File: config.mk
export PLATFORM = sky130hd
export DESIGN_NAME = psmf_cell
export DESIGN_NICKNAME = d
export VERILOG_FILES = /design/src/rtl/core/psmf_pkg.sv /design/src/rtl/core/psmf_cell.sv
export SDC_FILE = /design/constraint.sdc
export NUM_CORES = 1
export LEC_CHECK = 0
export ABC_AREA = 1
export BUFFER_PORTS_ARGS = -buffer_cell sky130_fd_sc_hd__buf_2
export CAP_MARGIN = 20
export CORE_AREA = 5 5 405 407
export CTS_CLUSTER_DIAMETER = 30
export DETAILED_ROUTE_END_ITERATION = 7
export DIE_AREA = 0 0 410 412
export GPL_TIMING_DRIVEN = 0
export SYNTH_ARGS = -nofsm -noshare
export SYNTH_HDL_FRONTEND = slang
export SYNTH_SLANG_ARGS = --single-unit
File: constraint.sdc
create_clock -name clk_i -period 4.6 [get_ports clk_i]
set_input_delay 0.46 -clock clk_i [delete_from_list [all_inputs] [get_ports clk_i]]
set_output_delay 0.46 -clock clk_i [all_outputs]
set_load 0.02 [all_outputs]
File: src/rtl/core/psmf_pkg.sv
// ----------------------------------------------------------------------------
// psmf_pkg: shared types and constants of the point self-mask filter
// Body record layout, command and register codes, and the step tables
// of the containment evaluator.
// ----------------------------------------------------------------------------
package psmf_pkg;

  // defaults for the top-level parameters
  localparam int unsigned MaxBodiesDef = 16;
  localparam int unsigned FracBitsDef  = 16;

  // table geometry
  localparam int unsigned WordsPerBody = 16;
  localparam int unsigned Slots        = 16;
  localparam logic [4:0]  NO_HIT       = 5'd16;

  // one body: transform words 0-11, dims 12-14, shape code 15
  typedef logic [WordsPerBody-1:0][31:0] body_rec_t;
  typedef logic [2:0][31:0]              point_t;

  // command codes
  localparam logic ACT_LOAD = 1'b0;
  localparam logic ACT_TEST = 1'b1;

  // configuration register indexes
  typedef enum logic [1:0] {
    CFG_BODY_COUNT = 2'd0,
    CFG_PADDING    = 2'd1,
    CFG_SCALE      = 2'd2
  } cfg_idx_e;

  // shape codes
  localparam logic [31:0] SHAPE_BOX      = 32'd0;
  localparam logic [31:0] SHAPE_SPHERE   = 32'd1;
  localparam logic [31:0] SHAPE_CYLINDER = 32'd2;

  // record word positions
  localparam logic [3:0] DIM_WORD   = 4'd12;
  localparam logic [3:0] SHAPE_WORD = 4'd15;

  // control state of the scan sequencer
  typedef enum logic {
    ST_IDLE,
    ST_SCAN
  } state_e;

  // write port into one cell
  typedef struct packed {
    logic        en;
    logic [3:0]  word;
    logic [31:0] data;
  } cell_wr_t;

  // evaluator answer
  typedef struct packed {
    logic done;
    logic hit;
  } eval_res_t;

  // evaluator step plan: 9 transform products, 3 dimension products,
  // 12 square partial products, one drain step and one decision step
  localparam logic [4:0] DIM_FIRST   = 5'd9;
  localparam logic [4:0] SQ_FIRST    = 5'd12;
  localparam logic [4:0] ISSUE_END   = 5'd24;
  localparam logic [4:0] DECIDE_STEP = 5'd25;

  localparam logic [3:0] XF_WORD [9] = '{4'd0, 4'd1, 4'd2, 4'd4, 4'd5, 4'd6,
                                         4'd8, 4'd9, 4'd10};
  localparam logic [1:0] XF_COL  [9] = '{2'd0, 2'd1, 2'd2, 2'd0, 2'd1, 2'd2,
                                         2'd0, 2'd1, 2'd2};
  localparam logic [1:0] XF_ROW  [9] = '{2'd0, 2'd0, 2'd0, 2'd1, 2'd1, 2'd1,
                                         2'd2, 2'd2, 2'd2};

  // square source: 0-2 local coordinate, 3 radius
  localparam logic [1:0] SQ_SRC  [12] = '{2'd0, 2'd0, 2'd0, 2'd1, 2'd1, 2'd1,
                                          2'd2, 2'd2, 2'd2, 2'd3, 2'd3, 2'd3};
  // partial product: 0 low*low, 1 low*high, 2 high*high
  localparam logic [1:0] SQ_PART [12] = '{2'd0, 2'd1, 2'd2, 2'd0, 2'd1, 2'd2,
                                          2'd0, 2'd1, 2'd2, 2'd0, 2'd1, 2'd2};
  localparam logic [1:0] SRC_RADIUS = 2'd3;
  localparam logic [1:0] PART_LL    = 2'd0;
  localparam logic [1:0] PART_LH    = 2'd1;

endpackage

File: src/rtl/core/psmf_cell.sv
// ----------------------------------------------------------------------------
// psmf_cell: one body slot of the rotating table
// Holds the 16 words of one body, takes a single-word load, and passes
// its record to the neighbor when the ring rotates.
// ----------------------------------------------------------------------------
module psmf_cell (
  input  logic                clk_i,
  input  logic                shift_i,
  input  psmf_pkg::cell_wr_t  wr_i,
  input  psmf_pkg::body_rec_t rec_i,
  output psmf_pkg::body_rec_t rec_o
);
  import psmf_pkg::*;

  body_rec_t rec_q;

  // word load has priority; loads only arrive while the ring is parked
  always_ff @(posedge clk_i) begin
    if (wr_i.en) begin
      rec_q[wr_i.word] <= wr_i.data;
    end else if (shift_i) begin
      rec_q <= rec_i;
    end
  end

  assign rec_o = rec_q;

endmodule

==> results of run 1 <==
[cell families after synthesis]
family	after synthesis	synth area share
buf+inv	239	0.04975
compound gates	3	0.0006459
flops	512	0.6616
simple gates	1584	0.2880
[worst paths after layout]
path / start / endpoint / slack, ps / depth (start not counted)
worst max-delay path: wr_i[36] / rec_o[35] / 1410 / 7
worst min-delay path: rec_i[66] / rec_o[66] / 50 / 3
[stage by stage]
| step | worst slack [ps] | instances | util | TNS (ps) |
|---|---|---|---|---|
| 3_5_place_dp | 488.2 | 5476 | 0.1974 | 0 |
| 2_1_floorplan | 1008 | 2338 | - | 0 |
| 5_1_grt | 1318 | 6206 | 0.2574 | 0 |
| 6_report | 1406 | 6234 | 0.2579 | 0 |
| 4_1_cts | 1328 | 6196 | 0.2572 | 0 |
| 3_3_place_gp | -2278 | 5453 | 0.1940 | -170160 |
[routing by layer]
layer / global-route usage / share of wire
met1: 0.2617 / 0.37
met4: 0.1309 / 0.073
met5: 0 / 0.0013
met2: 0.3448 / 0.44
met3: 0.08692 / 0.12
[final cells by class]
| type | count | area, µm² |
|---|---|---|
| inverter | 5 | 18.77 |
| fill | 16834 | 118600 |
| multi-input combinational | 1587 | 6773 |
| tap | 2086 | 2610 |
| antenna | 37 | 92.59 |
| clock buffer | 163 | 3866 |
| timing repair buffer | 1494 | 10030 |
| buffer | 234 | 1176 |
| sequential | 512 | 15370 |
| clock inverter | 116 | 1276 |
[power by group through the flow]
stage	registers [W]	logic [W]	clock network, W
final	0.00572	0.00286	0.0105
after global routing	0.00573	0.00294	0.0108
after CTS	0.00571	0.00284	0.0106
after detailed placement	0.00578	0.00250	0
after global placement	0.00579	0.00244	0
after floorplan	0.00626	0.000539	0
[placed cells by master (no fill, tap or decap), types with 10 or more instances in the layout]
| master | count |
|---|---|
| nand2_1 | 1105 |
| buf_2 | 1086 |
| edfxtp_1 | 512 |
| dlygate4sd3_1 | 441 |
| nand3_1 | 356 |
| clkbuf_16 | 153 |
| nand4_1 | 96 |
| clkbuf_1 | 64 |
| buf_4 | 50 |
| buf_1 | 42 |
| diode_2 | 37 |
| clkinv_1 | 33 |
| clkbuf_2 | 31 |
| clkinv_2 | 25 |
| nand2_2 | 14 |
| bufinv_16 | 14 |
| clkinvlp_4 | 14 |
| buf_12 | 11 |
| clkinv_16 | 10 |
| clkinv_4 | 10 |
[synthesized netlist by cell type]
| library cell | instances | area [µm²] |
|---|---|---|
| inv_1 | 1 | 3.750 |
| clkbuf_1 | 85 | 319.1 |
| nand2_2 | 2 | 12.51 |
| buf_1 | 42 | 157.7 |
| inv_2 | 4 | 15.01 |
| edfxtp_1 | 512 | 15370 |
| nand2_1 | 1117 | 4193 |
| nand3_1 | 356 | 1782 |
| nor2_4 | 5 | 56.30 |
| nand4_1 | 96 | 600.6 |
| nor2_2 | 8 | 50.05 |
| o21ai_0 | 3 | 15.01 |
| buf_4 | 50 | 375.4 |
| buf_2 | 57 | 285.3 |
[timing repair]
item | in CTS | in global routing
hold buffers | 441 | 0
endpoints found under the hold margin | 441 | 0
buffers inserted | 0 | 0
==> results.md, run 1 <==
- Status: completed
- Vias per Instance: 4.466
- Net Sw Power: 0.005712 W
- Static Leakage: 18.03 nW
- Post-DRT Antenna Nets: 0
- Final Cell Area: 41220 µm²
- Layout cells sized above 1: 0.3554
- Area delta synth->final: 77.36%
- Yosys warning total: 0
- Antenna violations before repair: 71
- Critical-path top delay cell: nand2_1
- Post-Syn Nets: 2889
- Routability-driven placement congestion ratio: 0.9633
- Seq pwr share: 0.300
- Total power: 0.01907 W
- Unique masters post-synth: 14
- Post-Syn Instances: 2338
- Vias: 27844
- #FFs+latches synth: 512
- Num CTS Buffers: 152
- Critical Path Max Stage Delay: 770 ps
- Crit-path cells: buf_2, buf_2, inv_2, buf_2, nand2_1, buf_2, nand2_2
- Final setup viols: 0
- Die width: 410 µm
- Area post-placement: 31560 µm²
- Die height: 412 µm
- Pre-Repair DR Iteration Count: 8
- Crit-path leading delay family: buffers and inverters
- WL per Instance: 31.76 µm
- CP Max Fanout: 32
- Total I/O pin count: 1063
- Register area share after synthesis: 0.6616
- Initial Utilization: 0.1454
- Max Cap Viol: 0
- Kind of critical path: input port to flip-flop
- CTS H-tree depth: 4
- Global Route Usage Sum: 0.2226
- CTS sink count: 512
- GRT overflow: 0
- Pint: 0.01336 W
- Clock root buffer: clkbuf_16
- CTS Buffer Depth: 3
- Cell mode on critical path: buf_2
- Post-CTS sizing: 0
- Vias in the first global route: 26442
- Synthesized cell area: 23240 µm²
- Hold Fails Final Rpt: 0
- WL final: 198.0 mm
- Tmin final: 3194 ps
- Buffers on Ports: 1029
- Peak Freq: 313.1 MHz
- Clock transition at path regs: 40 ps
- P per Cell Area: 462.6 nW/µm²
- Final worst-path cycle share: 0.6944
- Core area: 159800 µm²
- Final HPWL DP: 153.5 mm
- RSZ-0062 raised after global routing: false
- Global-route wire length before repair: 248.1 mm
- CTS tree: done
- Comb pwr share: 0.150
- Relative slew slack: 0.1521
- CP Data Required Time: 4880 ps
- Worst vdd ir: 0.4004 mV
- Initial drt markers: 3752
- Switching Fraction: 0.2995
- Final slew viol count: 0
- Max FFs per register: 512
- Full die area: 168900 µm²
- Crit. End Element: flip-flop
- Worst Path Arrival: 3480 ps
- Synth Area per Inst: 9.940 µm²
- Hold Path Class: input port to flip-flop
- Hold slack final: 50.92 ps
- Clk pwr share: 0.550
- CP startpoint kind: input port
- DRC: 0
- Cell Rows: 147
- Crit path buf inv count: 5
- Largest net degree at the start of global routing: 33
- Worst slew pin tran: 1272 ps
- Final nets: 4537
No activity file was read; power rests on OpenSTA's default activity.
==> run 2, diff against run 1 <==
clock period = 2.7 ns   (was 4.6 ns; I/O delays follow)
==> results.md, run 2 (synthesis results as in run 1) <==
- Status: completed
- CTS tree: done
- CTS H-tree depth: 4
- Area delta synth->final: 80.45%
- Vias in the first global route: 26855
- P per Cell Area: 776.3 nW/µm²
- WL met3: 24.45 mm
- CTS sink count: 512
- Final slew viol count: 0
- DRC: 0
- Cell Rows: 147
- Final HPWL DP: 153.5 mm
- Kind of critical path: input port to flip-flop
- Fin util: 0.2624
- Clock transition at path regs: 40 ps
- Final setup viols: 0
- CP Max Fanout: 32
- Pre-Repair DR Iteration Count: 6
- Routed length on met1: 72.20 mm
- Final nets: 4608
- Total I/O pin count: 1063
- WL per Instance: 31.55 µm
- Layout cells sized above 1: 0.3496
- Hold slack final: 106.8 ps
- CP Data Required Time: 3020 ps
- Vias per Instance: 4.472
- Core area: 159800 µm²
- RSZ-0062 raised after global routing: true
- Antenna violations before repair: 71
- Clock root buffer: clkbuf_16
- Worst Path Arrival: 3000 ps
- DR top layer: met5
- CTS Buffer Depth: 3
- Crit. End Element: flip-flop
- Global-route wire length before repair: 249.4 mm
- Hold Path Class: input port to flip-flop
- Relative slew slack: 0.1456
- Hold Fails Final Rpt: 0
- Num CTS Buffers: 152
- Worst vdd ir: 0.6557 mV
- WL final: 198.9 mm
- Initial Utilization: 0.1454
- Tmin final: 2679 ps
- GRT overflow: 0
- Vias: 28197
- Max Cap Viol: 0
- Peak Freq: 373.3 MHz
- Die width: 410 µm
- Post-CTS Setup Inserts: 0
- Die height: 412 µm
- Routability-driven placement congestion ratio: 0.9633
- Post-DRT Antenna Nets: 0
- Met2 WL: 87.49 mm
- Max FFs per register: 512
- Most frequent cells in the layout: 1104 x nand2_1, 1086 x buf_2, 512 x dlygate4sd3_1, 512 x edfxtp_1, 356 x nand3_1
- Final worst-path cycle share: 0.9921
- Largest net degree at the start of global routing: 33
- Worst slew pin tran: 1282 ps
- Buffers on Ports: 1029
- Static Leakage: 18.33 nW
- Commonest non-fill, non-tap cell in the layout: nand2_1
- # fillers: 16746
- Global Route Usage Sum: 0.2236
- Full die area: 168900 µm²
- CP startpoint kind: input port
- Initial drt markers: 4079
run 2: cell types whose count changed in the layout (fill, tap and decap cells not counted):
cell	before	now
nand2_1	1105	1104
dlygate4sd3_1	441	512
nand2_4	0	1
run 2: area by class of cell:
type,instances,area (µm²),area share
Tap cell,2086,2610,0.06224
Multi-Input combinational cell,1587,6780,0.1617
Inverter,5,18.77,0.0004475
Sequential cell,512,15370,0.3666
Antenna cell,37,92.59,0.002208
Clock buffer,163,3866,0.09219
Timing Repair Buffer,1565,10740,0.2561
Clock inverter,116,1276,0.03043
Buffer,234,1176,0.02805
run 2: worst max-delay path: stages:
cell and delay (ps):
buf_2 100, buf_2 460, inv_2 80, buf_2 260, nand2_2 470, buf_2 590
nand2_2 690
run 2: power by group:
part / internal (W) / switching [W] / total, W
Sequential: 0.00953 / 0.000208 / 0.00974
Clock: 0.0117 / 0.00610 / 0.0179
Combinational: 0.00155 / 0.00342 / 0.00497
run 2: what timing repair did:
| item | CTS | global route |
|---|---|---|
| endpoints found under the setup margin | 247 | 87 |
| endpoints found under the hold margin | 512 | 0 |
| gates resized for setup | 2 | 0 |
| hold buffers | 512 | 0 |
run 2: metal layers:
metal / up-vias / track usage
met3: 620 / 0.08334
met4: 38 / 0.1319
met5: - / 0.002874
met2: 2544 / 0.3471
met1: 13490 / 0.2641
li1: 11505 / -
run 2: worst paths after layout:
| kind | to | cells past startpoint | start | slack, ps |
|---|---|---|---|---|
| min | rec_o[25] | 3 | wr_i[25] | 110 |
| max | rec_o[254] | 7 | wr_i[36] | 20 |
run 2: stage by stage:
stage	instances	setup TNS, ps	instance area (µm²)	power (W)	setup slack (ps)
after detailed placement	5476	-424980	31560	0.01412	-1222
after global routing	6282	-1210	41880	0.03333	-27.62
final	6305	0	41940	0.03256	21.36
after CTS	6267	-5.139	41830	0.03266	-2.638
after floorplan	2338	-67360	23240	0.01158	-701.7
after global placement	5453	-1037460	31000	0.01402	-3988
